==> config.mk <==
export PLATFORM = sky130hd
export DESIGN_NAME = circular_deque_flat
export DESIGN_NICKNAME = d
export VERILOG_FILES = /design/src/cdq_pkg.sv /design/src/cdq_in_if.sv /design/src/cdq_out_if.sv /design/src/cdq_ctrl.sv /design/src/cdq_dp.sv /design/src/circular_deque.sv /design/src/flat_wrapper.sv
export SDC_FILE = /design/constraint.sdc
export NUM_CORES = 1
export LEC_CHECK = 0
export BUFFER_PORTS_ARGS = -buffer_cell sky130_fd_sc_hd__buf_2
export CORE_MARGIN = 10
export CORE_UTILIZATION = 40
export DETAILED_ROUTE_END_ITERATION = 10
export GPL_TIMING_DRIVEN = 0
export PLACE_DENSITY = 0.62
export SYNTH_ARGS = -nofsm -noshare
export SYNTH_HDL_FRONTEND = slang
export SYNTH_SLANG_ARGS = --single-unit
export TNS_END_PERCENT = 20
==> constraint.sdc <==
create_clock -name clk -period 14.1 [get_ports clk]
set_input_delay 0.705 -clock clk [delete_from_list [all_inputs] [get_ports clk]]
set_output_delay 0.705 -clock clk [all_outputs]
set_load 0.02 [all_outputs]
==> src/cdq_pkg.sv <==
// cdq_pkg: types, codes and defaults shared by the circular deque files
// no dependencies
package cdq_pkg;

  // field widths
  localparam int DATA_W = 32;
  localparam int MODE_W = 3;
  localparam int STAT_W = 2;
  localparam int CAP_W  = 5;

  // default store depth and capacity after reset
  localparam int              DEPTH_DEF = 16;
  localparam logic [CAP_W-1:0] CAP_RESET = 5'd16;

  typedef logic signed [DATA_W-1:0] data_t;
  typedef logic [MODE_W-1:0]        mode_t;
  typedef logic [STAT_W-1:0]        stat_t;
  typedef logic [CAP_W-1:0]         cap_t;

  // request modes
  localparam mode_t MODE_PUSH_FRONT = 3'd0;
  localparam mode_t MODE_PUSH_BACK  = 3'd1;
  localparam mode_t MODE_POP_FRONT  = 3'd2;
  localparam mode_t MODE_POP_BACK   = 3'd3;
  localparam mode_t MODE_PEEK       = 3'd4;

  // result status codes
  localparam stat_t STAT_DONE      = 2'd0;
  localparam stat_t STAT_OVERFLOW  = 2'd1;
  localparam stat_t STAT_UNDERFLOW = 2'd2;

  // controller to datapath commands
  typedef struct packed {
    logic accept;  // request taken this cycle
    logic rd;      // read both ends of the store
    logic load;    // load the output register
  } cdq_cmd_t;

endpackage

==> src/cdq_in_if.sv <==
// cdq_in_if: request channel of the circular deque (mode and value)
// depends on cdq_pkg
interface cdq_in_if import cdq_pkg::*; ();
  logic  valid;
  logic  ready;
  mode_t mode;
  data_t value;

  modport source (output valid, output mode, output value, input ready);
  modport sink (input valid, input mode, input value, output ready);
endinterface

==> src/cdq_out_if.sv <==
// cdq_out_if: result channel of the circular deque
// depends on cdq_pkg
interface cdq_out_if import cdq_pkg::*; ();
  logic  valid;
  logic  ready;
  stat_t status;
  data_t front_value;
  data_t back_value;
  logic  is_empty;
  logic  is_full;

  modport source (output valid, output status, output front_value, output back_value,
                  output is_empty, output is_full, input ready);
  modport sink (input valid, input status, input front_value, input back_value,
                input is_empty, input is_full, output ready);
endinterface

==> src/cdq_ctrl.sv <==
// cdq_ctrl: request sequencing and output handshake of the circular deque
// depends on cdq_pkg
module cdq_ctrl import cdq_pkg::*; (
  input  logic     clk,
  input  logic     rst_n,
  input  logic     in_valid,
  output logic     in_ready,
  output logic     out_valid,
  input  logic     out_ready,
  output cdq_cmd_t cmd
);

  localparam logic [1:0] ST_IDLE = 2'd0;
  localparam logic [1:0] ST_RD   = 2'd1;
  localparam logic [1:0] ST_WB   = 2'd2;

  logic [1:0] state_r, state_nxt;
  logic       out_valid_r, out_valid_nxt;

  // commands
  always_comb begin
    cmd.accept = (state_r == ST_IDLE) && in_valid;
    cmd.rd     = (state_r == ST_RD);
    cmd.load   = (state_r == ST_WB) && (!out_valid_r || out_ready);
  end

  // next state
  always_comb begin
    state_nxt = state_r;
    case (state_r)
      ST_IDLE: begin
        if (in_valid) state_nxt = ST_RD;
      end
      ST_RD: begin
        state_nxt = ST_WB;
      end
      ST_WB: begin
        if (cmd.load) state_nxt = ST_IDLE;
      end
      default: begin
        state_nxt = ST_IDLE;
      end
    endcase
  end

  // output valid: set on load, cleared when taken
  always_comb begin
    out_valid_nxt = out_valid_r;
    if (cmd.load) begin
      out_valid_nxt = 1'b1;
    end else if (out_valid_r && out_ready) begin
      out_valid_nxt = 1'b0;
    end
  end

  always_ff @(posedge clk) begin
    if (!rst_n) begin
      state_r     <= ST_IDLE;
      out_valid_r <= 1'b0;
    end else begin
      state_r     <= state_nxt;
      out_valid_r <= out_valid_nxt;
    end
  end

  assign in_ready  = (state_r == ST_IDLE);
  assign out_valid = out_valid_r;

endmodule

==> src/cdq_dp.sv <==
// cdq_dp: pointers, slot store and output register of the circular deque
// depends on cdq_pkg; driven by cdq_ctrl commands
module cdq_dp import cdq_pkg::*; #(
  parameter int DEPTH = DEPTH_DEF
) (
  input  logic     clk,
  input  logic     rst_n,
  input  cdq_cmd_t cmd,
  input  logic     cfg_we,
  input  cap_t     cfg_wdata,
  input  mode_t    in_mode,
  input  data_t    in_value,
  output stat_t    out_status,
  output data_t    out_front_value,
  output data_t    out_back_value,
  output logic     out_is_empty,
  output logic     out_is_full
);

  localparam int IDX_W = $clog2(DEPTH);
  localparam int CNT_W = $clog2(DEPTH + 1);
  localparam int EW    = (CNT_W > CAP_W) ? CNT_W : CAP_W;

  typedef logic [IDX_W-1:0] idx_t;
  typedef logic [EW-1:0]    ecnt_t;

  // index plus one, wrapping at the capacity
  function automatic idx_t step_up(input idx_t idx, input ecnt_t c);
    ecnt_t n;
    n = ecnt_t'(idx) + ecnt_t'(1);
    return (n >= c) ? '0 : n[IDX_W-1:0];
  endfunction

  // index minus one, wrapping to the top of the capacity
  function automatic idx_t step_down(input idx_t idx, input ecnt_t c);
    ecnt_t m;
    m = c - ecnt_t'(1);
    return (idx == '0 || ecnt_t'(idx) >= c) ? m[IDX_W-1:0] : idx - idx_t'(1);
  endfunction

  data_t mem [DEPTH];

  cap_t  cap_r;
  idx_t  head_r, head_nxt;
  idx_t  tail_r, tail_nxt;
  logic  empty_r, empty_nxt;
  stat_t status_r, status_nxt;
  logic  full_r;
  data_t rd_front_r, rd_back_r;
  stat_t out_status_r;
  data_t out_front_r, out_back_r;
  logic  out_empty_r, out_full_r;

  ecnt_t ecap;
  logic  is_push, is_pop, full_now, wr_en;
  idx_t  wr_addr;

  // effective capacity: zero reads as one, clamped to the store depth
  always_comb begin
    ecap = ecnt_t'(cap_r);
    if (ecap == '0) ecap = ecnt_t'(1);
    if (ecap > ecnt_t'(DEPTH)) ecap = ecnt_t'(DEPTH);
  end

  assign is_push  = (in_mode == MODE_PUSH_FRONT) || (in_mode == MODE_PUSH_BACK);
  assign is_pop   = (in_mode == MODE_POP_FRONT) || (in_mode == MODE_POP_BACK);
  assign full_now = !empty_r && (step_up(tail_r, ecap) == head_r);

  // pointer update and slot write for one request
  always_comb begin
    head_nxt   = head_r;
    tail_nxt   = tail_r;
    empty_nxt  = empty_r;
    status_nxt = STAT_DONE;
    wr_en      = 1'b0;
    wr_addr    = '0;
    if (is_push) begin
      if (full_now) begin
        status_nxt = STAT_OVERFLOW;
      end else if (empty_r) begin
        head_nxt  = '0;
        tail_nxt  = '0;
        empty_nxt = 1'b0;
        wr_en     = 1'b1;
        wr_addr   = '0;
      end else if (in_mode == MODE_PUSH_FRONT) begin
        head_nxt = step_down(head_r, ecap);
        wr_en    = 1'b1;
        wr_addr  = head_nxt;
      end else begin
        tail_nxt = step_up(tail_r, ecap);
        wr_en    = 1'b1;
        wr_addr  = tail_nxt;
      end
    end else if (is_pop) begin
      if (empty_r) begin
        status_nxt = STAT_UNDERFLOW;
      end else if (head_r == tail_r) begin
        head_nxt  = '0;
        tail_nxt  = '0;
        empty_nxt = 1'b1;
      end else if (in_mode == MODE_POP_FRONT) begin
        head_nxt = step_up(head_r, ecap);
      end else begin
        tail_nxt = step_down(tail_r, ecap);
      end
    end
  end

  // control state: capacity and pointers
  always_ff @(posedge clk) begin
    if (!rst_n) begin
      cap_r   <= CAP_RESET;
      head_r  <= '0;
      tail_r  <= '0;
      empty_r <= 1'b1;
    end else if (cfg_we) begin
      cap_r   <= cfg_wdata;
      head_r  <= '0;
      tail_r  <= '0;
      empty_r <= 1'b1;
    end else if (cmd.accept) begin
      head_r  <= head_nxt;
      tail_r  <= tail_nxt;
      empty_r <= empty_nxt;
    end
  end

  // slot store: one write port, two registered read ports
  always_ff @(posedge clk) begin
    if (cmd.accept && wr_en) mem[wr_addr] <= in_value;
    if (cmd.rd) begin
      rd_front_r <= mem[head_r];
      rd_back_r  <= mem[tail_r];
    end
  end

  // per-request status and full flag
  always_ff @(posedge clk) begin
    if (cmd.accept) status_r <= status_nxt;
    if (cmd.rd) full_r <= full_now;
  end

  // output register
  always_ff @(posedge clk) begin
    if (cmd.load) begin
      out_status_r <= status_r;
      out_front_r  <= empty_r ? '1 : rd_front_r;
      out_back_r   <= empty_r ? '1 : rd_back_r;
      out_empty_r  <= empty_r;
      out_full_r   <= full_r;
    end
  end

  assign out_status      = out_status_r;
  assign out_front_value = out_front_r;
  assign out_back_value  = out_back_r;
  assign out_is_empty    = out_empty_r;
  assign out_is_full     = out_full_r;

endmodule

==> src/circular_deque.sv <==
// circular_deque: top level of the double-ended queue, controller plus datapath
// depends on cdq_pkg, cdq_in_if, cdq_out_if, cdq_ctrl, cdq_dp
//
// Double-ended queue of signed 32-bit words in a circular store of DEPTH
// slots, wrapping at the capacity register (0 acts as 1, values above DEPTH
// act as DEPTH; writing it empties the deque). Each request pushes or pops
// at either end or only peeks, and gives one result: status, front and back
// words (-1 when empty), empty and full. A request moves through its steps
// in order: on acceptance it moves a pointer and writes the slot, then both
// ends are read through the store's two registered read ports, then the
// result is loaded into the output register. One request is in work at a
// time: a new one is taken only once the last one has loaded its result.
// A new request is taken while a finished result still waits in the output
// register; that request then holds in its load step, and the input stalls,
// until the waiting result is taken.
module circular_deque import cdq_pkg::*; #(
  parameter int DEPTH = DEPTH_DEF
) (
  input  logic            clk,
  input  logic            rst_n,
  cdq_in_if.sink          in_ch,
  cdq_out_if.source       out_ch,
  input  logic            cfg_we,
  input  cap_t            cfg_wdata
);

  cdq_cmd_t cmd;

  cdq_ctrl u_ctrl (
    .clk       (clk),
    .rst_n     (rst_n),
    .in_valid  (in_ch.valid),
    .in_ready  (in_ch.ready),
    .out_valid (out_ch.valid),
    .out_ready (out_ch.ready),
    .cmd       (cmd)
  );

  cdq_dp #(
    .DEPTH (DEPTH)
  ) u_dp (
    .clk             (clk),
    .rst_n           (rst_n),
    .cmd             (cmd),
    .cfg_we          (cfg_we),
    .cfg_wdata       (cfg_wdata),
    .in_mode         (in_ch.mode),
    .in_value        (in_ch.value),
    .out_status      (out_ch.status),
    .out_front_value (out_ch.front_value),
    .out_back_value  (out_ch.back_value),
    .out_is_empty    (out_ch.is_empty),
    .out_is_full     (out_ch.is_full)
  );

endmodule

==> src/flat_wrapper.sv <==
// flat-port wrapper written by rule: the top's interface ports become plain ports
module circular_deque_flat import cdq_pkg::*;
#(
  parameter int DEPTH = DEPTH_DEF
)
  (clk, rst_n, cfg_we, cfg_wdata, in_ch_valid, in_ch_mode, in_ch_value, in_ch_ready, out_ch_valid, out_ch_status, out_ch_front_value, out_ch_back_value, out_ch_is_empty, out_ch_is_full, out_ch_ready);
  cdq_in_if in_ch_i ();
  cdq_out_if out_ch_i ();
  input  logic clk;
  input  logic rst_n;
  input  logic cfg_we;
  input  cap_t cfg_wdata;
  input wire logic [$bits(in_ch_i.valid)-1:0] in_ch_valid;
  input wire logic [$bits(in_ch_i.mode)-1:0] in_ch_mode;
  input wire logic [$bits(in_ch_i.value)-1:0] in_ch_value;
  output wire logic [$bits(in_ch_i.ready)-1:0] in_ch_ready;
  output wire logic [$bits(out_ch_i.valid)-1:0] out_ch_valid;
  output wire logic [$bits(out_ch_i.status)-1:0] out_ch_status;
  output wire logic [$bits(out_ch_i.front_value)-1:0] out_ch_front_value;
  output wire logic [$bits(out_ch_i.back_value)-1:0] out_ch_back_value;
  output wire logic [$bits(out_ch_i.is_empty)-1:0] out_ch_is_empty;
  output wire logic [$bits(out_ch_i.is_full)-1:0] out_ch_is_full;
  input wire logic [$bits(out_ch_i.ready)-1:0] out_ch_ready;
  assign in_ch_i.valid = in_ch_valid;
  assign in_ch_i.mode = in_ch_mode;
  assign in_ch_i.value = in_ch_value;
  assign in_ch_ready = in_ch_i.ready;
  assign out_ch_valid = out_ch_i.valid;
  assign out_ch_status = out_ch_i.status;
  assign out_ch_front_value = out_ch_i.front_value;
  assign out_ch_back_value = out_ch_i.back_value;
  assign out_ch_is_empty = out_ch_i.is_empty;
  assign out_ch_is_full = out_ch_i.is_full;
  assign out_ch_i.ready = out_ch_ready;
  circular_deque #(.DEPTH(DEPTH)) u_core (.clk(clk), .rst_n(rst_n), .in_ch(in_ch_i), .out_ch(out_ch_i), .cfg_we(cfg_we), .cfg_wdata(cfg_wdata));
endmodule
# Yosys cells after proc, flatten, opt, wreduce, memory -nomap -nowiden
# Memory sizes are Yosys's and may differ from the RTL's. A register that Yosys moved wholly into a read port is not among the register bits.
# Index checks and enable logic that the tools add are counted.
# totals
mem_count	1
mem_bits_rw	512
reg_bits	88
latchBits	0
mem_bits_ro	0
# classes
bitwise_logic	1
mul	0
reduce_logical	25
n_div	0
mux	44
magnitude_cmp	5
add_sub_neg	5
shift	0
eq_ne	14
# memory_table
name	words	word_bits	read_ports	rd_ports_with_merged_regs	write_ports	line_no	rtl
u_core.u_dp.mem	16	32	2	2	1	cdq_dp.sv:41	data_t mem [DEPTH];
# ops
op	count
$mux 4	24
$mux 1	12
$reduce_and 6->1	2
$sub 4x1->4 const B	3
$add 4x1->5 const B	2
$ge 4x5->1	2
$ge 5x5->1	2
$mux 2	5
$mux 5	2
$eq 4x4->1	2
$logic_not 4->1	2
$eq 3x2->1 const B	2
$ne 3x3->1 const B	2
$pmux 2 s3	1
$gt 5x5->1 const B	1
$logic_and 1x1->1	5
$logic_not 5->1	1
$logic_or 1x1->1	5
$ne 2x1->1 const B	2
$ne 2x2->1 const B	2
$reduce_bool 2->1	2
$eq 3x1->1 const B	1
$logic_not 3->1	1
$ne 3x2->1 const B	1
9 further kinds	10

# Logic depth before layout (Yosys ltp)
# Gate-level depths: netlist of the first run.
# depth
word_depth	13
depth_mapped	15
depth_no_buf	12

# By module
# Synthesis of the first run repeated with hierarchy kept, for this count alone.
# unflattened
cells_unflattened	1396
area_unflattened_um2	29719.8
# modules_own_cells
mod	instances	cells_each	seq_area_each_um2	area_per_inst_um2
cdq_dp	1	1381	19708.9	29565.9
cdq_ctrl	1	15	60.1	153.9

# Worst setup path before layout of the first run
# Ideal clock, no wire load.
# synth_path
path_type	reg2reg
start	reg u_core.u_dp.tail_r[1]
end	mem u_core.u_dp.mem[15][0] (netlist name) (enable)
path_buffers	3
path_stages_with_launch	14
setup_ns	0.513
arrival_time_ns	6.242
path_slack_ns	7.346
synth_period_minus_slack_ns	6.754
cell_sequence	dfxtp_1 > buf_2 > clkbuf_1 > clkbuf_1 > inv_1 > ha_1 > ha_1 > nand2_1 > o21a_1 > o311ai_1 > a211oi_1 > a31oi_1 > nand2_1 > nor4b_1
# synth_via
elab_chain_len	10
word_cells_on_any_way	14
cone_classes	1 x add/sub; 1 x order compare; 1 x eq/ne; 9 x mux; 2 x reduce/logical
# synth_rtl
element	line_no	rtl
start, declared	cdq_dp.sv:45	idx_t tail_r, tail_nxt;
start signal, assigned	cdq_dp.sv:124	tail_r <= tail_nxt;
$add 4x1->5 (*)	cdq_dp.sv:30	n = ecnt_t'(idx) + ecnt_t'(1);
$ge 5x5->1	cdq_dp.sv:31	return (n >= c) ? '0 : n[IDX_W-1:0];
$mux 4 (*)	cdq_dp.sv:31	
$eq 4x4->1	cdq_dp.sv:67	assign full_now = !empty_r && (step_up(tail_r, ecap) == head_r);
$logic_and 1x1->1	cdq_dp.sv:67	
$mux 1	cdq_dp.sv:78	if (full_now) begin
$mux 1	cdq_dp.sv:77	if (is_push) begin
$logic_and 1x1->1	cdq_dp.sv:131	if (cmd.accept && wr_en) mem[wr_addr] <= in_value;
$mux 1	cdq_dp.sv:131	
$mux 1 (implied by the code)	cdq_dp.sv:131	
end, declared	cdq_dp.sv:41	
# Mark *: on every way between the ends. The rest lies on a longest branch, timed or not.

# Worst setup path in the final report of the first run
# layout_path
start	reg u_core.u_dp.head_r[1]
end	mem u_core.u_dp.mem[14][6] (netlist name) (enable)
# layout_via
elab_chain_len	7
word_cells_on_any_way	16
cone_classes	1 x add/sub; 1 x order compare; 1 x eq/ne; 9 x mux; 4 x reduce/logical
# layout_rtl
element	line_no	rtl
start, declared	cdq_dp.sv:44	idx_t head_r, head_nxt;
start signal, assigned	cdq_dp.sv:123	head_r <= head_nxt;
$ge 4x5->1, or another cell as far along	cdq_dp.sv:38	return (idx == '0 || ecnt_t'(idx) >= c) ? m[IDX_W-1:0] : idx - idx_t'(1);
$logic_or 1x1->1 / $logic_and 1x1->1 (equally long branches)	cdq_dp.sv:38, cdq_dp.sv:67	
$mux 4 / $mux 1 (equally long branches)	cdq_dp.sv:38, cdq_dp.sv:78	
$mux 4 / $mux 1 (equally long branches)	cdq_dp.sv:86, cdq_dp.sv:77	
$mux 4 / $logic_and 1x1->1 (equally long branches)	cdq_dp.sv:80, cdq_dp.sv:131	
$mux 4 / $mux 1 (equally long branches)	cdq_dp.sv:78, cdq_dp.sv:131	
$mux 4 / $mux 1 (equally long branches)	cdq_dp.sv:77, cdq_dp.sv:131	
# Parallel ways exist; a longest one is shown, timed or not.

==> run_results.csv, run 1 <==
group,metric,value,unit
die,core_region_area,72800,µm²
route,drt-pass1-iter-count,7,
placement,dp.final_hpwl,52100,µm
die,die_w,291,µm
sta,finalClockSkew,31.8,ps
global_routing,antenna_found_initial,6,
placement,dpl_worst_slack,7830,ps
die,start_util,40.3,%
worst_setup_path,rr_worst_depth,14,
placement,placed_cells,2476,
cts,h-tree-depth,3,
cts,holdBufCountCts,0,
synthesis,avgSynthCellArea,21.5,µm²
sta,maxSlewHeadroom,12.0,%
synthesis,synth_edf_count,647,
worst_setup_path,startpoint_type,"flop",
route,drc,0,
synthesis,syn_area,29400,µm²
cts,cts_setup_buffers,0,
sta,grt_setup_unrepaired,"no",
worst_setup_path,criticalPathCategory,"flop to flop",
synthesis,synthArstFlopShare,0,%
sta,fin_crit_sh,45.2,%
worst_setup_path,timing.rr.end,"u_core.u_dp.mem[14][6]",
route,ant_nets,0,
synthesis,syn_inst,1369,
die,dieArea,84700,µm²
worst_setup_path,crit_path_end,"u_core.u_dp.mem[14][6]",
worst_setup_path,startpoint,"u_core.u_dp.head_r[1]",
cts,clock_latency,630,ps
cts,path_clk_slew,60,ps
pwr,powerDensity,122,nW/µm²
sta,period_needed,6370,ps
cts,cts-resized-gates,0,
route,drtIter0Drc,1743,
global_routing,grt_usage,18.6,%
die,io_pins,115,
cts,cts_tree,"built",
pwr,leakage,10.4,nW
global_routing,grt_max_degree,33,
cts,cts-root-buf,"clkbuf_16",
worst_setup_path,required,14420,ps
route,routed_wl,79300,µm
cts,cts.path.max_buffers,3,
sta,fmax,157,MHz
global_routing,grt_pass1_wl,115000,µm
worst_setup_path,timing.rr.start,"u_core.u_dp.head_r[1]",
route,num_vias,15600,
sta,final.setup.tns,0,ps
pwr,peakVddDrop,80.3,µV
cells_and_area,drive_gt1_share,42.1,%
placement,port_buffers,113,
cells_and_area,nNetsFinal,1662,
synthesis,seq_area_frac_synth,67.3,%
route,wire_per_inst,30.3,µm
synthesis,synthTopCellsByArea,"edfxtp_1, mux4_2, or2_2, dfxtp_1, ha_1",
synthesis,synth_ff_type,"edfxtp_1",
die,rows,99,
synthesis,synth_top_area_share,66.1,%
route,vias_per_cell,5.96,
worst_setup_path,crit_arrival,6690,ps
die,die_y,291,µm
placement,globalplace.congestion,0.879,
run_status,status,"finished clean",
sta,setup_slack,7730,ps
job,max_cap_viol_count,0,
worst_setup_path,r2r_setup_slack,7730,ps
cells_and_area,area_delta_synth_final,16.2,%
cells_and_area,instances_no_fill,2613,
synthesis,ys_warn_count,0,
global_routing,grt.overflow.total,0,
pwr,power,0.00418,W
sta,timing.final.setup_violations,0,
sta,drv_slew,0,
sta,hold_violations,0,
cts,cts_num_sinks,664,
global_routing,grt_pass1_vias,16400,
worst_setup_path,end_kind,"flop",
cts,cts_buffers,74,
sta,tightestPinTransition,1320,ps
synthesis,ys_seq_elements,664,
worst_setup_path,cp_max_fo,10,
synthesis,syn-num-nets,1438,
synthesis,yosys.cell_types.count,56,
min_path,min-delay-path-class,"input port to flop",
synthesis,yosys.area.top_type,"edfxtp_1",
## state kept, by name (all words and copies together) (netlist names), 2 cells and up
register                     flops
u_core.u_dp.mem                512
u_core.u_dp.out_back_value      32
u_core.u_dp.out_front_value     32
u_core.u_dp.rd_back_r           32
u_core.u_dp.rd_front_r          32
u_core.u_dp.cap_r                5
u_core.u_dp.head_r               4
u_core.u_dp.tail_r               4
u_core.u_ctrl.state_r            2
u_core.u_dp.out_status           2
u_core.u_dp.status_r             2
## logic make-up (layout without fill, tap and decap cells)
family	Yosys count	after routing	share of synthesized area (%)
flops	664	664	67.3
mux	335	335	25.0
simple gates	168	168	3.19
buf+inv	101	382	1.43
compound gates	63	63	1.58
fa+ha+maj	24	24	1.02
xor+xnor	14	14	0.443
other cells	0	4	0
## worst min path at each step
| stage | start | endpoint | slack, ps | cells after the start |
|---|---|---|---|---|
| 3_3_place_gp | u_core.u_dp.status_r[1] | u_core.u_dp.out_status[1] | 410 | 0 |
| 6_report | cfg_wdata[4] | u_core.u_dp.cap_r[4] | 320 | 3 |
| 3_5_place_dp | u_core.u_dp.full_r | u_core.u_dp.out_is_full | 400 | 0 |
| 5_1_grt | cfg_wdata[4] | u_core.u_dp.cap_r[4] | 330 | 3 |
| 4_1_cts | cfg_wdata[4] | u_core.u_dp.cap_r[4] | 290 | 3 |
| 2_1_floorplan | u_core.u_dp.full_r | u_core.u_dp.out_is_full | 400 | 0 |
## cells in the final DEF (no fill, tap or decap), types with 5 or more instances in the layout
cell type    n
a21oi_1     12
a22o_1       5
buf_1       19
buf_12      16
buf_2      143
buf_4        8
buf_6        9
bufinv_16    5
clkbuf_1    53
clkbuf_16   76
clkinv_1    16
clkinv_2    11
dfxtp_1     17
edfxtp_1   647
ha_1        24
inv_1       11
mux2i_1     14
mux4_2     320
nand2_1     27
nand2b_1     6
nand3_1      5
nor2_1      10
nor2_4      12
nor2b_1      9
nor3_1       7
o21ai_0      7
o21ai_1      5
or2_2       64
xnor2_1     11
## report_power, final
| part | total (W) | switching [W] | internal [W] |
|---|---|---|---|
| clock | 0.00188 | 0.000795 | 0.00108 |
| combinational | 0.000115 | 0.0000744 | 0.0000402 |
| sequential | 0.00219 | 0.00000538 | 0.00218 |
| total | 0.00418 | 0.000875 | 0.00330 |
## worst max-delay path: stages, from the launching register on
cell and delay, ps:
dfxtp_1 390, clkbuf_1 560, clkbuf_1 540, clkbuf_1 900
inv_1 160, ha_1 230, nor3b_2 160, a221oi_4 420
mux2i_1 480, a22oi_1 230, or3_1 560, nor3_2 850
buf_8 250, buf_6 150, buf_6 170
## area by class of cell
class                           count  area, µm²
Sequential cell                   664      19800
Fill cell                        6024      38700
Antenna cell                        4       10.0
Clock inverter                     42        372
Buffer                             88        372
Inverter                           13       48.8
Multi-Input combinational cell    604       9320
Tap cell                          959       1200
Timing Repair Buffer              148       1080
Clock buffer                       91       1960
## metrics by stage
stage          hold slack (ps)  cell area (µm²)  util [%]
3_3_place_gp               409            31100      42.8
6_report                   320            34100      46.9
3_5_place_dp               405            31800      43.6
2_1_floorplan              400            29400         -
4_1_cts                    294            34100      46.8
5_1_grt                    327            34100      46.8
## layer usage
metal / global-route usage, % / up-vias / share of wire (%)
li1: - / 6354 / -
met1: 24.8 / 8421 / 41
met2: 30.2 / 685 / 49
met3: 4.02 / 115 / 7.6
met4: 5.32 / 4 / 2.2
met5: 0 / - / 0.040
## cell usage after synthesis (5+ instances only)
library cell / n
nor2b_1: 11
ha_1: 24
o21ai_0: 7
buf_2: 30
mux2i_1: 14
a21oi_1: 12
clkbuf_1: 38
xnor2_1: 11
nand2_1: 27
edfxtp_1: 647
mux4_2: 320
inv_1: 11
a22o_1: 5
nand3_1: 5
o21ai_1: 5
nand2b_1: 6
dfxtp_1: 17
nor2_1: 22
or2_2: 64
nor3_1: 10
buf_1: 19
Power figures use the tool's default switching activity.
==> run 2: changes to the inputs <==
==> constraint.sdc (replaced) <==
create_clock -name clk -period 5.9 [get_ports clk]
set_input_delay 0.295 -clock clk [delete_from_list [all_inputs] [get_ports clk]]
set_output_delay 0.295 -clock clk [all_outputs]
set_load 0.02 [all_outputs]
==> run 2 against run 1 <==
Fmax is 13% higher. Sequential cell count is the same. Clock skew grew 2.0 ps. Worst setup slack lost 7500 ps. Wire length shrank 0.53%. Critical endpoint is now u_core.u_dp.mem[15][6]. Sequential power grew 140%. Core utilization is 0.079 points lower. Final cell count fell by 0.15%. Sequential share of layout area grew 0.098 points. Global-route usage decreased by 0.052 points.
==> run_results.csv, run 2 (synthesis results as in run 1) <==
group,metric,value,unit
run_status,status,"finished clean",
route,wire_per_inst,30.2,µm
worst_setup_path,end_kind,"flop",
sta,maxSlewHeadroom,17.5,%
cts,cts.path.max_buffers,3,
route,drt-pass1-iter-count,6,
route,drc,0,
pwr,leakage,10.4,nW
min_path,min-delay-path-class,"input port to flop",
placement,globalplace.congestion,0.882,
cells_and_area,final_area,34100,µm²
sta,finalClockSkew,33.8,ps
sta,tightestPinTransition,1240,ps
cts,path_clk_slew,50,ps
route,routed_wl,78900,µm
cells_and_area,nNetsFinal,1665,
pwr,powerDensity,286,nW/µm²
global_routing,grt_usage,18.5,%
route,num_vias,15600,
sta,final.setup.tns,0,ps
cts,cts_setup_buffers,0,
worst_setup_path,cp_max_fo,10,
global_routing,grt_max_degree,32,
worst_setup_path,criticalPathCategory,"flop to flop",
cells_and_area,layout_common_cells,"edfxtp_1, mux4_2, buf_2",
sta,hold_violations,0,
worst_setup_path,crit_arrival,5960,ps
die,die_y,291,µm
cts,h-tree-depth,3,
worst_setup_path,startpoint_type,"flop",
route,ant_nets,0,
cells_and_area,largest_reg_flops,512,
pwr,p_seq_share,53.7,%
global_routing,grt_pass1_vias,16600,
sta,fmax,177,MHz
cts,cts-root-buf,"clkbuf_16",
die,start_util,40.3,%
sta,period_needed,5650,ps
pwr,clock_power_share,43.5,%
die,dieArea,84700,µm²
pwr,swShare,20.6,%
sta,grt_setup_unrepaired,"no",
cts,cts_buffers,71,
sta,fin_crit_sh,95.8,%
route,vias_per_cell,5.97,
global_routing,grt.overflow.total,0,
cts,clock_latency,620,ps
die,io_pins,115,
pwr,netSwitchingPower,0.00200,W
cells_and_area,largest-register,"u_core.u_dp.mem",
job,max_cap_viol_count,0,
placement,dp.final_hpwl,52400,µm
die,die_w,291,µm
pwr,p_comb_share,2.8,%
placement,port_buffers,113,
worst_setup_path,required,6210,ps
cells_and_area,area_delta_synth_final,16.0,%
cts,cts_tree,"built",
global_routing,grt_pass1_wl,115000,µm
pwr,peakVddDrop,166,µV
die,core_region_area,72800,µm²
placement,placed_cell_area,31800,µm²
die,rows,99,
global_routing,antenna_found_initial,3,
route,drtIter0Drc,1950,
sta,timing.final.setup_violations,0,
cts,cts_num_sinks,664,
cells_and_area,drive_gt1_share,41.4,%
pwr,p_int,0.00773,W
sta,drv_slew,0,
cells_and_area,final_common_cell,"edfxtp_1",
run 2: changes by cell type in the layout (fill, tap and decap cells not counted), sizes merged:
cell         previous run  this run
dlygate4sd3             0         9
buf                   198       194
clkinv                 32        28
bufinv                  5         3
diode                   4         2
clkinvlp                3         2
run 2: path summary, 6_finish.rpt:
kind / startpoint / end / slack, ps / cells after the start
worst max register to register: u_core.u_dp.head_r[1] / u_core.u_dp.mem[15][6] / 250 / 13
worst min register to register: u_core.u_dp.full_r / u_core.u_dp.out_is_full / 420 / 0
worst max-delay path: u_core.u_dp.head_r[1] / u_core.u_dp.mem[15][6] / 250 / 13
worst min-delay path: out_ch_ready / u_core.u_ctrl.out_valid / 40 / 3
run 2: metal layers:
| metal | wire, µm | vias up | GRT usage (%) |
|---|---|---|---|
| met4 | 1990 | 2 | 5.76 |
| li1 | - | 6360 | - |
| met1 | 31800 | 8372 | 24.8 |
| met3 | 6510 | 126 | 3.66 |
| met2 | 38600 | 716 | 30.2 |
| met5 | 10 | - | 0 |
run 2: what timing repair did:
item | 4_1_cts | 5_1_grt
endpoints found under the setup margin | 19 | 9
hold buffers | 9 | 0
hold endpoints to repair | 8 | 0
gates cloned | 0 | 0
resized for setup | 2 | 1
run 2: area by class of cell:
type                            instances  area [µm²]
Clock buffer                           90        1910
Inverter                               13        48.8
Sequential cell                       664       19800
Multi-Input combinational cell        604        9330
Antenna cell                            2        5.00
Fill cell                            6059       38800
Buffer                                 88         375
Tap cell                              959        1200
Clock inverter                         35         251
Timing Repair Buffer                  154        1180
run 2: stage by stage:
step,util [%],instances,worst slack (ps),total power [W],hold WS [ps]
after floorplan,-,1369,149,0.00547,394
after global placement,42.8,2441,-4390,0.00558,412
after detailed placement,43.7,2473,-108,0.00560,409
after CTS,46.8,2607,241,0.00983,13.6
after global routing,46.8,2607,15.7,0.0100,39.7
final,46.8,2609,251,0.00973,38.8
run 2: worst max-delay path, cell delays in order (launching register included):
cell      delay [ps]
dfxtp_1          410
clkbuf_1         530
clkbuf_1         550
clkbuf_2         500
inv_1            120
ha_1             190
nor3b_2          160
a221oi_4         390
mux2_2           420
o31ai_1          380
nand2_1          290
nor4b_4          950
buf_8            260
buf_8            180
run 2: power groups by stage:
stage,registers [W],logic (W),clock network (W)
final,0.00522,0.000277,0.00423
after global routing,0.00523,0.000301,0.00452
after CTS,0.00522,0.000280,0.00433
after detailed placement,0.00532,0.000275,0
after global placement,0.00533,0.000254,0
after floorplan,0.00534,0.000124,0
==> run 3: changes to the inputs <==
==> constraint.sdc (replaced) <==
create_clock -name clk -period 6.6 [get_ports clk]
set_input_delay 0.33 -clock clk [delete_from_list [all_inputs] [get_ports clk]]
set_output_delay 0.33 -clock clk [all_outputs]
set_load 0.02 [all_outputs]
==> run 3 against run 2 <==
Clock power decreased by 10%. Global-route usage about the same. Die area unchanged. Critical endpoint is now u_core.u_dp.mem[14][7]. Final cell count decreased by 0.11%. Final area decreased by 0.11%. Core utilization decreased by 0.053 points. Largest cell class unchanged. Worst hold slack got worse by 0.56 ps.
==> run_results.csv, run 3 (synthesis results as in run 1) <==
group,metric,value,unit
cts,h-tree-depth,3,
pwr,leakage,10.4,nW
min_path,min-delay-start,"rst_n",
cts,cts_buffers,71,
route,num_vias,15500,
sta,maxSlewHeadroom,16.0,%
worst_setup_path,r2r_setup_slack,550,ps
cts,clock_latency,620,ps
route,drc,0,
cts,cts_num_sinks,664,
cts,cts-root-buf,"clkbuf_16",
sta,tightestPinTransition,1260,ps
min_path,min-delay-path-class,"input port to flop",
sta,timing.final.setup_violations,0,
die,rows,99,
sta,grt_setup_unrepaired,"no",
cts,cts.path.max_buffers,3,
global_routing,antenna_found_initial,3,
sta,drv_slew,0,
sta,fin_crit_sh,91.7,%
sta,fmax,165,MHz
worst_setup_path,crit_path_end,"u_core.u_dp.mem[14][7]",
cells_and_area,largest_reg_flops,512,
cells_and_area,final_area,34000,µm²
worst_setup_path,cp_max_fo,10,
cells_and_area,area_delta_synth_final,15.8,%
die,io_pins,115,
worst_setup_path,crit_arrival,6370,ps
global_routing,grt_pass1_wl,115000,µm
route,vias_per_cell,5.96,
global_routing,grt_max_degree,32,
placement,placed_cell_area,31800,µm²
die,die_w,291,µm
route,wire_per_inst,30.3,µm
worst_setup_path,timing.rr.end,"u_core.u_dp.mem[14][7]",
placement,dpl_worst_slack,592,ps
route,drt-pass1-iter-count,5,
placement,globalplace.congestion,0.882,
route,drtIter0Drc,1798,
die,start_util,40.3,%
cells_and_area,final_common_cell,"edfxtp_1",
die,core_region_area,72800,µm²
worst_setup_path,startpoint,"u_core.u_dp.tail_r[1]",
pwr,p_int,0.00691,W
sta,setup_slack,546,ps
pwr,netSwitchingPower,0.00180,W
route,ant_nets,0,
worst_setup_path,timing.rr.start,"u_core.u_dp.tail_r[1]",
worst_setup_path,required,6910,ps
worst_setup_path,criticalPathCategory,"flop to flop",
die,dieArea,84700,µm²
cts,cts-resized-gates,0,
global_routing,grt_pass1_vias,16600,
route,routed_wl,79000,µm
pwr,powerDensity,256,nW/µm²
global_routing,grt_usage,18.5,%
die,die_y,291,µm
sta,finalClockSkew,35.1,ps
run_status,status,"finished clean",
pwr,peakVddDrop,148,µV
sta,hold_violations,0,
worst_setup_path,end_kind,"flop",
pwr,power,0.00871,W
cells_and_area,layout_common_cells,"edfxtp_1, mux4_2, buf_2",
cells_and_area,nNetsFinal,1662,
pwr,p_seq_share,53.6,%
worst_setup_path,rr_worst_depth,14,
cells_and_area,drive_gt1_share,41.4,%
pwr,swShare,20.6,%
worst_setup_path,startpoint_type,"flop",
placement,port_buffers,113,
global_routing,grt.overflow.total,0,
job,max_cap_viol_count,0,
pwr,p_comb_share,2.8,%
placement,dp.final_hpwl,52400,µm
cts,path_clk_slew,60,ps
cts,cts_tree,"built",
pwr,clock_power_share,43.5,%
sta,period_needed,6050,ps
cells_and_area,largest-register,"u_core.u_dp.mem",
## run 3: cell count changes in the layout (fill, tap and decap cells not counted), sizes merged
cell / previous run / this run
dlygate4sd3: 9 / 6
## run 3: final cells by class
cell class | instances | area [µm²]
Antenna cell | 2 | 5.00
Clock inverter | 35 | 251
Clock buffer | 90 | 1910
Inverter | 13 | 48.8
Timing Repair Buffer | 151 | 1150
Tap cell | 959 | 1200
Buffer | 88 | 373
Multi-Input combinational cell | 604 | 9320
Sequential cell | 664 | 19800
Fill cell | 6069 | 38800
## run 3: stage by stage
step / utilization, % / TNS (ps) / std cells / hold WS (ps)
final: 46.7 / 0 / 2606 / 38.3
after global routing: 46.7 / 0 / 2604 / 35.3
after CTS: 46.7 / 0 / 2604 / 5.52
after detailed placement: 43.7 / 0 / 2473 / 409
after global placement: 42.8 / -910620 / 2441 / 412
after floorplan: - / 0 / 1369 / 400
## run 3: layer usage
metal  GRT usage [%]  routed length, µm  part of all wire (%)
met1            24.8              32000                    40
met2            30.2              38600                    49
met3            3.68               6460                   8.2
met4            5.77               1920                   2.4
met5               0                 10                 0.013
## run 3: worst min path at each step
stage                                            to  slack, ps  cells after the start
after floorplan             u_core.u_dp.out_is_full        400                      0
after global placement    u_core.u_dp.out_status[1]        410                      0
after detailed placement  u_core.u_dp.out_status[0]        410                      0
after CTS                      u_core.u_dp.cap_r[4]          6                      2
after global routing           u_core.u_dp.cap_r[4]         40                      2
final                          u_core.u_dp.cap_r[4]         40                      2
## run 3: power by group through the flow
stage | clock [W] | combinational (W) | sequential (W)
final | 0.00379 | 0.000247 | 0.00467
after global routing | 0.00404 | 0.000268 | 0.00467
after CTS | 0.00387 | 0.000249 | 0.00467
after detailed placement | 0 | 0.000246 | 0.00476
after global placement | 0 | 0.000227 | 0.00477
after floorplan | 0 | 0.000111 | 0.00477
## run 3: timing repair
item | CTS | global route
buffers inserted | 0 | 0
endpoints found under the hold margin | 6 | 0
hold buffers | 6 | 0
## run 3: worst max-delay path, cell delays in order, from the launching register on
cell and delay, ps:
dfxtp_1 380, buf_2 310, clkbuf_1 380, clkbuf_1 860
inv_1 170, ha_1 420, ha_1 220, a21oi_1 220
o21ai_0 210, a211oi_2 430, a22oi_1 250, or3_1 580
nor3_2 760, buf_4 350, buf_6 200
